<file path="src/rtl/tsd_pkg.sv">
// Shared types and constants for the touch swipe direction detector.
// Holds event codes, direction codes and the structs passed between modules.
// No dependencies.
package tsd_pkg;

	localparam int COORD_BITS = 12;
	localparam int THR_BITS   = 12;
	localparam int TYPE_BITS  = 16;
	localparam int CODE_BITS  = 16;
	localparam int VALUE_BITS = 12;
	localparam int DIR_BITS   = 3;
	localparam int IN_BITS    = 48;
	localparam int OUT_BITS   = 8;
	localparam int ADDR_BITS  = 3;
	localparam int DATA_BITS  = 32;

	localparam logic [TYPE_BITS-1:0] EVT_KEY    = 16'h0001;
	localparam logic [TYPE_BITS-1:0] EVT_ABS    = 16'h0003;
	localparam logic [CODE_BITS-1:0] CODE_TOUCH = 16'h014A;
	localparam logic [CODE_BITS-1:0] CODE_ABS_X = 16'h0000;
	localparam logic [CODE_BITS-1:0] CODE_ABS_Y = 16'h0001;

	localparam logic [THR_BITS-1:0] THRESHOLD_RESET = 12'd25;

	// register index of swipe_threshold (byte address 4 * index)
	localparam logic [ADDR_BITS-3:0] REG_THRESHOLD = 1'b0;

	typedef enum logic [DIR_BITS-1:0] {
		DIR_UP    = 3'd0,
		DIR_DOWN  = 3'd1,
		DIR_LEFT  = 3'd2,
		DIR_RIGHT = 3'd3,
		DIR_NONE  = 3'd4
	} dir_t;

	typedef enum logic [2:0] {
		EV_OTHER,
		EV_PRESS,
		EV_RELEASE,
		EV_X,
		EV_Y
	} ev_kind_t;

	typedef struct packed {
		ev_kind_t               kind;
		logic [COORD_BITS-1:0]  coord;
	} ev_t;

	typedef struct packed {
		logic pressed;
		logic expect_y;
		logic x_latched;
		logic y_latched;
	} gst_t;

endpackage

</file>
<file path="src/rtl/tsd_decode.sv">
// Event classifier: turns a raw (type, code, value) item into an event kind.
// Depends on tsd_pkg.
module tsd_decode
	import tsd_pkg::*;
(
	input  logic [TYPE_BITS-1:0]  event_type,
	input  logic [CODE_BITS-1:0]  event_code,
	input  logic [VALUE_BITS-1:0] event_value,
	output ev_t                   ev
);

	always_comb begin
		ev.coord = COORD_BITS'(event_value);
		ev.kind  = EV_OTHER;
		if (event_type == EVT_KEY && event_code == CODE_TOUCH) begin
			ev.kind = (event_value != '0) ? EV_PRESS : EV_RELEASE;
		end else if (event_type == EVT_ABS && event_code == CODE_ABS_X) begin
			ev.kind = EV_X;
		end else if (event_type == EVT_ABS && event_code == CODE_ABS_Y) begin
			ev.kind = EV_Y;
		end
	end

endmodule

</file>
<file path="src/rtl/tsd_gesture.sv">
// Gesture state (press, X/Y alternation, start and end points) and the
// direction decision taken on release. Depends on tsd_pkg.
module tsd_gesture
	import tsd_pkg::*;
(
	input  logic                clk,
	input  logic                arst_n,
	input  logic                advance,
	input  ev_t                 ev,
	input  logic [THR_BITS-1:0] threshold,
	output dir_t                direction,
	output gst_t                status
);

	gst_t                  st_q;
	logic [COORD_BITS-1:0] x_start_q, y_start_q, x_end_q, y_end_q;

	logic signed [COORD_BITS:0] dx, dy;
	logic [COORD_BITS-1:0]      ax, ay;
	logic                       take_x, take_y;

	assign take_x = (ev.kind == EV_X) && !st_q.expect_y;
	assign take_y = (ev.kind == EV_Y) && st_q.expect_y;

	always_ff @(posedge clk or negedge arst_n) begin
		if (!arst_n) begin
			st_q <= '0;
		end else if (advance) begin
			if (ev.kind == EV_RELEASE) begin
				st_q <= '0;
			end else if (ev.kind == EV_PRESS) begin
				st_q.pressed <= 1'b1;
			end else if (take_x) begin
				st_q.expect_y <= 1'b1;
				if (st_q.pressed) st_q.x_latched <= 1'b1;
			end else if (take_y) begin
				st_q.expect_y <= 1'b0;
				if (st_q.pressed) st_q.y_latched <= 1'b1;
			end
		end
	end

	// positions are only read once their latched flag is set
	always_ff @(posedge clk) begin
		if (advance && take_x) begin
			x_end_q <= ev.coord;
			if (st_q.pressed && !st_q.x_latched) x_start_q <= ev.coord;
		end
		if (advance && take_y) begin
			y_end_q <= ev.coord;
			if (st_q.pressed && !st_q.y_latched) y_start_q <= ev.coord;
		end
	end

	always_comb begin
		dx = $signed({1'b0, x_end_q}) - $signed({1'b0, x_start_q});
		dy = $signed({1'b0, y_end_q}) - $signed({1'b0, y_start_q});
		ax = dx[COORD_BITS] ? COORD_BITS'(-dx) : dx[COORD_BITS-1:0];
		ay = dy[COORD_BITS] ? COORD_BITS'(-dy) : dy[COORD_BITS-1:0];
		direction = DIR_NONE;
		if (st_q.x_latched && st_q.y_latched) begin
			priority if (THR_BITS'(ax) >= threshold && ax > ay) begin
				direction = dx[COORD_BITS] ? DIR_LEFT : DIR_RIGHT;
			end else if (THR_BITS'(ay) >= threshold && ay > ax) begin
				direction = dy[COORD_BITS] ? DIR_UP : DIR_DOWN;
			end else begin
				direction = DIR_NONE;
			end
		end
	end

	assign status = st_q;

endmodule

</file>
<file path="src/rtl/touch_swipe_direction_detector.sv">
// Top level of the touch swipe direction detector: stream ports, APB
// threshold register, input stage and result register.
// Depends on tsd_pkg, tsd_decode and tsd_gesture.
//
//  channel | dir | handshake            | payload
//  --------+-----+----------------------+--------------------------------------
//  s_axis  | in  | s_tvalid / s_tready  | s_tdata: event_type, event_code,
//          |     |                      |          event_value, zero pad
//  m_axis  | out | m_tvalid / m_tready  | m_tdata: direction, zero pad
//  apb     | in  | psel/penable/pready  | swipe_threshold at byte address 0
//
// One item is taken per cycle unless a release is stalled in stage 1. An item
// is classified on entry and held in the stage-1 register; from there it
// updates the gesture state and, on a touch release, loads the direction into
// the result register, which drives m_tvalid. A release that meets a stalled
// result waits in stage 1 and holds the input until the result is taken;
// other items keep flowing.
// arst_n clears the gesture state, both valid flags and sets the threshold
// to 25.
module touch_swipe_direction_detector
	import tsd_pkg::*;
(
	input  logic                 clk,
	input  logic                 arst_n,
	// s_tdata: [15:0] event_type, [31:16] event_code, [43:32] event_value,
	//          [47:44] zero
	input  logic                 s_tvalid,
	output logic                 s_tready,
	input  logic [IN_BITS-1:0]   s_tdata,
	// m_tdata: [2:0] direction, [7:3] zero
	output logic                 m_tvalid,
	input  logic                 m_tready,
	output logic [OUT_BITS-1:0]  m_tdata,
	input  logic                 psel,
	input  logic                 penable,
	input  logic                 pwrite,
	input  logic [ADDR_BITS-1:0] paddr,
	input  logic [DATA_BITS-1:0] pwdata,
	output logic [DATA_BITS-1:0] prdata,
	output logic                 pready
);

	logic [THR_BITS-1:0] threshold_q;
	ev_t                 ev_in;
	ev_t                 ev_s1;
	logic                valid_s1;
	logic                adv_s1;
	logic                out_free;
	logic                is_release_s1;
	dir_t                direction;
	dir_t                dir_q;
	logic                m_valid_q;
	gst_t                gst;

	// ---------------- configuration ----------------
	assign pready = 1'b1;

	always_ff @(posedge clk or negedge arst_n) begin
		if (!arst_n) begin
			threshold_q <= THRESHOLD_RESET;
		end else if (psel && penable && pwrite && pready
				&& paddr[ADDR_BITS-1:2] == REG_THRESHOLD) begin
			threshold_q <= pwdata[THR_BITS-1:0];
		end
	end

	// a single register: byte addresses 0 to 3 read it, the others read zero
	assign prdata = (paddr[ADDR_BITS-1:2] == REG_THRESHOLD)
		? DATA_BITS'(threshold_q) : '0;

	// ---------------- input stage ----------------
	tsd_decode u_decode (
		.event_type  (s_tdata[15:0]),
		.event_code  (s_tdata[31:16]),
		.event_value (s_tdata[43:32]),
		.ev          (ev_in)
	);

	// only a release needs room in the result register
	assign out_free      = !m_valid_q || m_tready;
	assign is_release_s1 = (ev_s1.kind == EV_RELEASE);
	assign adv_s1        = valid_s1 && (!is_release_s1 || out_free);
	assign s_tready      = !valid_s1 || adv_s1;

	always_ff @(posedge clk or negedge arst_n) begin
		if (!arst_n) begin
			valid_s1 <= 1'b0;
		end else if (s_tready) begin
			valid_s1 <= s_tvalid;
		end
	end

	always_ff @(posedge clk) begin
		if (s_tready && s_tvalid) ev_s1 <= ev_in;
	end

	// ---------------- gesture state and decision ----------------
	tsd_gesture u_gesture (
		.clk       (clk),
		.arst_n    (arst_n),
		.advance   (adv_s1),
		.ev        (ev_s1),
		.threshold (threshold_q),
		.direction (direction),
		.status    (gst)
	);

	// ---------------- result register ----------------
	always_ff @(posedge clk or negedge arst_n) begin
		if (!arst_n) begin
			m_valid_q <= 1'b0;
		end else if (adv_s1 && is_release_s1) begin
			m_valid_q <= 1'b1;
		end else if (m_tready) begin
			m_valid_q <= 1'b0;
		end
	end

	always_ff @(posedge clk) begin
		if (adv_s1 && is_release_s1) dir_q <= direction;
	end

	assign m_tvalid = m_valid_q;
	assign m_tdata  = OUT_BITS'(dir_q);

	// ---------------- assertions ----------------
	// a release always leaves the gesture fully cleared
	a_release_clears: assert property (@(posedge clk) disable iff (!arst_n)
		(adv_s1 && is_release_s1) |=> (gst == '0))
		else $error("gesture state not cleared after release");

	// input only stalls behind a release waiting on a busy result register
	a_stall_cause: assert property (@(posedge clk) disable iff (!arst_n)
		!s_tready |-> (valid_s1 && is_release_s1 && m_valid_q && !m_tready))
		else $error("input stalled without a blocked release");

	// a start point is never latched while the touch is up
	a_latch_needs_press: assert property (@(posedge clk) disable iff (!arst_n)
		(gst.x_latched || gst.y_latched) |-> gst.pressed)
		else $error("start point latched without press");

	// a new result appears only after a release left stage 1
	a_result_source: assert property (@(posedge clk) disable iff (!arst_n)
		$rose(m_valid_q) |-> $past(adv_s1 && is_release_s1))
		else $error("result without release");

endmodule

</file>
<file path="config.mk">
export PLATFORM = sky130hd
export DESIGN_NAME = touch_swipe_direction_detector
export DESIGN_NICKNAME = d
export VERILOG_FILES = /design/src/rtl/tsd_pkg.sv /design/src/rtl/tsd_decode.sv /design/src/rtl/tsd_gesture.sv /design/src/rtl/touch_swipe_direction_detector.sv
export SDC_FILE = /design/constraint.sdc
export NUM_CORES = 1
export LEC_CHECK = 0
export ABC_AREA = 1
export BUFFER_PORTS_ARGS = -buffer_cell sky130_fd_sc_hd__buf_2
export CAP_MARGIN = 20
export CORE_MARGIN = 4
export CORE_UTILIZATION = 25
export CTS_BUF_LIST = sky130_fd_sc_hd__clkbuf_8
export DETAILED_ROUTE_END_ITERATION = 10
export PLACE_DENSITY = 0.53
export SYNTH_ARGS = -nofsm -noshare
export SYNTH_HDL_FRONTEND = slang
export SYNTH_HIERARCHICAL = 1
export SYNTH_SLANG_ARGS = --single-unit
</file>
<file path="constraint.sdc">
create_clock -name clk -period 4.3 [get_ports clk]
set_clock_uncertainty 0.2 [all_clocks]
set_input_delay 0.86 -clock clk [delete_from_list [all_inputs] [get_ports clk]]
set_output_delay 0.86 -clock clk [all_outputs]
set_load 0.02 [all_outputs]
</file>
-- Yosys cells after proc, flatten, opt, wreduce, memory -nomap -nowiden
Cells that the tools add are included.
- register bits after elaboration: 84
- output and inout port bits: 43
- logic and storage cells: 96
- add/sub/neg operators: 4
- $lt $le $gt $ge: 4
- equal/unequal tests: 10
- multiplexer cells: 22
- bitwise gates (word level): 1
- reduce and logical (&&, ||, !) cells: 41
- operators with widths (kind ; number):
    $mux W12 ; 3
    $eq A16 B1 Y1 const B ; 2
    $sub A12 B12 Y13 ; 2
    $ge A12 B12 Y1 ; 2
    $gt A12 B12 Y1 ; 2
    $neg A12 Y12 ; 2
    $logic_and A1 B1 Y1 ; 18
    $mux W3 ; 6
    $eq A16 B2 Y1 const B ; 1
    $eq A16 B9 Y1 const B ; 1
    $logic_not A16 Y1 ; 1
    $reduce_bool A12 Y1 ; 1
    $mux W1 ; 11
    $reduce_bool A2 Y1 ; 5
    $eq A3 B2 Y1 const B ; 2
    $logic_not A1 Y1 ; 6
    $reduce_and A2 Y1 ; 3
    $reduce_and A5 Y1 ; 1
    $mux W4 ; 1
    $ne A2 B2 Y1 const B ; 2
    $reduce_and A4 Y1 ; 1
    $eq A3 B1 Y1 const B ; 1
    $eq A3 B3 Y1 const B ; 1
    $logic_or A1 B1 Y1 ; 3
    4 further kinds ; 4

-- Longest topological paths before layout
- word-level depth: 7
- mapped depth: 30
- gate-level depth less buffers: 30

-- By module
Netlist, hierarchy kept.
- modules (own cells, without submodules) (module ; instances ; cells each ; area an instance (um^2) ; sequential area each (um^2)):
    tsd_gesture ; 1 ; 632 ; 4750.8 ; 1541.5
    touch_swipe_direction_detector ; 1 ; 140 ; 1501.4 ; 894.6
    tsd_decode ; 1 ; 106 ; 490.5 ; 0.0

-- Least setup slack after synthesis
OpenSTA, ideal clock, no wires.
- path kind: register to register
- start point: reg u_gesture.x_start_q[0]
- end point: reg dir_q[0] (data pin)
- setup time: 249 ps
- data arrival time: 3052 ps
- data required time: 3851 ps
- slack: 798 ps
- stages on the path, launching flop included: 25
- buffers on the path: 0
- period minus slack after synthesis: 3502 ps
- cell sequence: edfxtp_1 > ha_1 > inv_1 > fa_1 > inv_1 > nand2_1 > nor2_1 > nand3_2 > nor2_2 > nand2_1 > o21ai_2 > nand4_1 > nand2_1 > inv_2 > ha_1 > a21oi_1 > nor2_1 > a211oi_1 > nand2_1 > nor2_1 > nand2_1 > nand2_1 > o21ai_0 > nand2_1 > inv_1
- longest elaborated chain between the ends: 7
- ends and longest elaborated chain (item ; line ; RTL):
    start, declared ; tsd_gesture.sv:16 ; logic [COORD_BITS-1:0] x_start_q, y_start_q, x_end_q, y_end_q;
    start signal, assigned ; tsd_gesture.sv:47 ; if (st_q.pressed && !st_q.x_latched) x_start_q <= ev.coord;
    $sub A12 B12 Y13 (*) ; tsd_gesture.sv:56 ; dx = $signed({1'b0, x_end_q}) - $signed({1'b0, x_start_q});
    $neg A12 Y12 ; tsd_gesture.sv:58 ; ax = dx[COORD_BITS] ? COORD_BITS'(-dx) : dx[COORD_BITS-1:0];
    $mux W12 ; tsd_gesture.sv:58 ;
    $gt A12 B12 Y1 ; tsd_gesture.sv:64 ; end else if (THR_BITS'(ay) >= threshold && ay > ax) begin
    $logic_and A1 B1 Y1 ; tsd_gesture.sv:64 ;
    $mux W3 ; tsd_gesture.sv:64 ;
    $mux W3 (*) ; tsd_gesture.sv:62 ; priority if (THR_BITS'(ax) >= threshold && ax > ay) begin
    end signal, assigned ; touch_swipe_direction_detector.sv:120 ; if (adv_s1 && is_release_s1) dir_q <= direction;
    end, declared ; touch_swipe_direction_detector.sv:51 ; dir_t dir_q;
Every way passes the cells marked *; elsewhere a longest branch is shown, timed or not.
A chain may end at the register's enable or synchronous reset.

-- Worst setup path after layout
- start point: reg u_gesture.y_start_q[0]
- end point: reg dir_q[0] (data pin)
- longest elaborated chain between the ends: 7
- ends and longest elaborated chain (item ; line ; RTL):
    start, declared ; tsd_gesture.sv:16 ;
    start signal, assigned ; tsd_gesture.sv:51 ; if (st_q.pressed && !st_q.y_latched) y_start_q <= ev.coord;
    $sub A12 B12 Y13 (*) ; tsd_gesture.sv:57 ; dy = $signed({1'b0, y_end_q}) - $signed({1'b0, y_start_q});
    $neg A12 Y12 ; tsd_gesture.sv:59 ; ay = dy[COORD_BITS] ? COORD_BITS'(-dy) : dy[COORD_BITS-1:0];
    $mux W12 ; tsd_gesture.sv:59 ;
    $ge A12 B12 Y1 or $gt A12 B12 Y1 (tied branches) ; tsd_gesture.sv:64 ;
    $logic_and A1 B1 Y1 ; tsd_gesture.sv:64 ;
    $mux W3 ; tsd_gesture.sv:64 ;
    $mux W3 (*) ; tsd_gesture.sv:62 ;
Marks and branches as above.

==> run_results.csv <==
group,metric,value,unit
status,outcome,"complete, no violations",
pwr,intPower,1.35,mW
job,cap_violations,0,
yosys,seq_area_frac_synth,36.1,%
drt,routed_via_density,4.03,
floorplan,initial_core_util,25.7,%
placement,dp.cells,1277,
cts,cts_sinks,84,
drt,wirelength,14100,microns
floorplan,row_count,59,
layout,drive_above_1_share,19.5,%
critical_path,crit_path_start_kind,"register",
critical_path,crit_arrival,3.94,ns
floorplan,pin_count,133,
critical_path,crit_path_end_kind,"register",
yosys,yosysUniqueCellTypes,41,
cts,root_buffer,"clkbuf_8",
floorplan,dieArea,29700,sq um
drt,drc_errors,0,
layout,num_antenna_cells,0,
yosys,yosys.area.top_type_share,29.4,%
layout,layout.nets,1108,
cts,ctsLongestPathBuffers,2,
yosys,synth_area_leaders,"edfxtp_1 (29%), ha_1 (12%), nand2_1 (11%)",
global_route,grt_pass1_vias,4990,
sta,slew_headroom,46.2,%
sta,tightest_slew,0.800,ns
floorplan,die_w,172,microns
drt,dr.pass1.iters,4,
floorplan,core_area,26300,sq um
drt,drt_iter0_markers,203,
pwr,comb_power_share,20.3,%
yosys,ys_async_sr_fraction,21.4,%
yosys,synthCells,878,
pwr,clockPowerShare,30.7,%
pwr,pwr-share-seq,49.0,%
placement,pre_cts_ws,0.197,ns
critical_path,r2r_cells,23,
layout,area_delta_synth_final,12.4,%
sta,finalSetupViolations,0,
global_route,grt_max_degree,25,
pwr,p_per_area,259,nW/um^2
global_route,grt_antenna_before_repair,0,
drt,vias,5218,
layout,final_util,28.8,%
floorplan,chipHeight,172,microns
pwr,finalPower,1.96,mW
layout,final_cell_count_no_fill,1294,
drt,wl_per_cell,10.9,microns
cts,cts_tree,"done",
critical_path,r2r-end,"dir_q[0]",
cts,cts_buffers,9,
pwr,peakVddDrop,0.168,mV
sta,finalHoldViolCount,0,
critical_path,rr_startpoint,"u_gesture/y_start_q[0]",
yosys,synth_top_flop_cell,"edfxtp_1",
yosys,synthMostInstantiatedCell,"nand2_1",
pwr,p_leak,3.95,nW
placement,port_buffers,80,
sta,timing.final.ws_setup,0.300,ns
placement,dp_hpwl,11900,microns
global_route,grt.overflow.total,0,
sta,rsz0062_at_grt,"no",
sta,fin_crit_sh,93.0,%
global_route,grt_usage,9.93,%
pwr,swShare,31.0,%
sta,tns,0,ns
sta,fmax,0.250,GHz
yosys,synth_top_cell_by_area,"edfxtp_1",
cts,ctsHtreeMaxLevel,3,
yosys,synth_edf_count,66,
layout,final_cell_area,7580,sq um
critical_path,required,4.24,ns
yosys,synth_area_per_cell,7.68,sq um
critical_path,path_class,"register to register",
yosys,synth_area,6740,sq um
pwr,p_sw,0.607,mW
global_route,grt_first_pass_wirelength,23700,microns
critical_path,rrSetupSlack,0.30,ns
placement,place_area,7340,sq um
hold_path,hold_class,"primary input to asynchronous set/reset pin",
critical_path,critPathMaxFanout,3,
drt,ant_nets,0,
yosys,yosys_warnings,6,
yosys,ys_top_cells_by_count,"nand2_1 (199), inv_1 (193), nor2_1 (77)",
cts,cts.clk_slew.worst_paths,0.10,ns
layout,filler_cell_count,2905,
sta,whs,0.232,ns
placement,gp_congestion,0.804,
yosys,ys_seq_elements,84,
cts,worst_skew_pair.late_latency,0.37,ns
critical_path,startpoint,"u_gesture/y_start_q[0]",
sta,fin_crit,4.00,ns
sta,slew_viol_final,0,
-- per-layer routing --
layer | GRT usage [%] | routed length (microns) | up-vias
li1 | - | - | 2829
met1 | 13.7 | 7240 | 2239
met2 | 15.8 | 5830 | 134
met3 | 2.08 | 836 | 16
met4 | 2.77 | 209 | 0
met5 | 0 | 0 | -
-- layout make-up --
cell class	count	area, sq um	share of cell area (%)
Clock buffer	9	124	1.63
Clock inverter	7	81.3	1.07
Inverter	206	776	10.2
Multi-Input combinational cell	568	3310	43.6
Sequential cell	84	2440	32.1
Tap cell	335	419	5.53
Timing Repair Buffer	85	438	5.78
-- state kept, by name (all words and copies together) (netlist names) --
signal,cells
dir_q,3
u_gesture/y_end_q,12
u_gesture/status,4
valid_s1,1
ev_s1,15
u_gesture/y_start_q,12
threshold_q,12
u_gesture/x_end_q,12
m_tvalid,1
u_gesture/x_start_q,12
-- worst max-delay path, cell delays in order, from the launching register on --
cell and delay, ns:
edfxtp_1 0.38, ha_1 0.21, inv_2 0.08, fa_1 0.40, inv_1 0.10, nand2_1 0.06, nor2_1 0.15, nand3_1 0.10
nor2_2 0.11, nand2_1 0.08, nor2_1 0.13, a21oi_1 0.09, xnor2_1 0.27, ha_1 0.31, a21oi_1 0.19, nor2_1 0.07
a211oi_1 0.20, nand2_1 0.12, nor2_2 0.14, nor2_1 0.05, o21ai_0 0.12, nand2_1 0.11, nand2_1 0.07, inv_1 0.03
-- power by group through the flow --
stage / combinational (mW) / clock [mW] / sequential (mW)
floorplan: 0.316 / 0 / 0.965
global placement: 0.389 / 0 / 0.978
detailed placement: 0.398 / 0 / 0.979
CTS: 0.399 / 0.625 / 0.961
global route: 0.463 / 0.659 / 0.967
finish: 0.398 / 0.602 / 0.959
-- worst max path at each step --
stage                     slack, ns        to
after detailed placement       0.20  dir_q[0]
after global placement         0.27  dir_q[0]
after CTS                      0.18  dir_q[0]
after floorplan                0.80  dir_q[0]
final                          0.30  dir_q[0]
after global routing          0.001  dir_q[0]
-- layout by cell type, fill, tap and decap left out, types with 2 or more instances in the layout --
cell      synthesis  layout
o21ai_2          19      18
edfxtp_1         66      66
nor4_1            2       2
nor2_1           77      76
inv_6             0       3
clkbuf_8          0       9
xor2_2            5       6
nand2_2          24      26
ha_1             62      62
o21ai_0          12      12
nor2_2            8       9
inv_2            13      14
nand3b_1          5       5
a211oi_1          2       2
dfstp_2           3       3
xor2_1            9       8
conb_1            2      26
nand3_1          45      45
dfrtp_1          15      15
a21oi_1          30      30
inv_1           193     191
and2_1            2       2
nand4_1          16      16
buf_4            39       5
nand2_1         199     197
buf_2             1      80
xnor2_1           3       3
nor3_1            7       7
-- cell families after synthesis --
group / synth area share [%]
buffers and inverters: 16.6
flip-flops: 36.1
XOR/XNOR: 2.77
AO/OA/AOI/OAI: 6.62
AND/OR/NAND/NOR: 25.7
adder cells (fa/ha/maj): 12.1
other: 0.111
-- repair_timing --
item | 4_1_cts | 5_1_grt
buffers inserted | 0 | 1
endpoints found under the setup margin | 0 | 2
hold buffers | 0 | 0
gates resized for setup | 0 | 11
hold endpoints to repair | 0 | 0
Power figures use the tool's default switching activity.
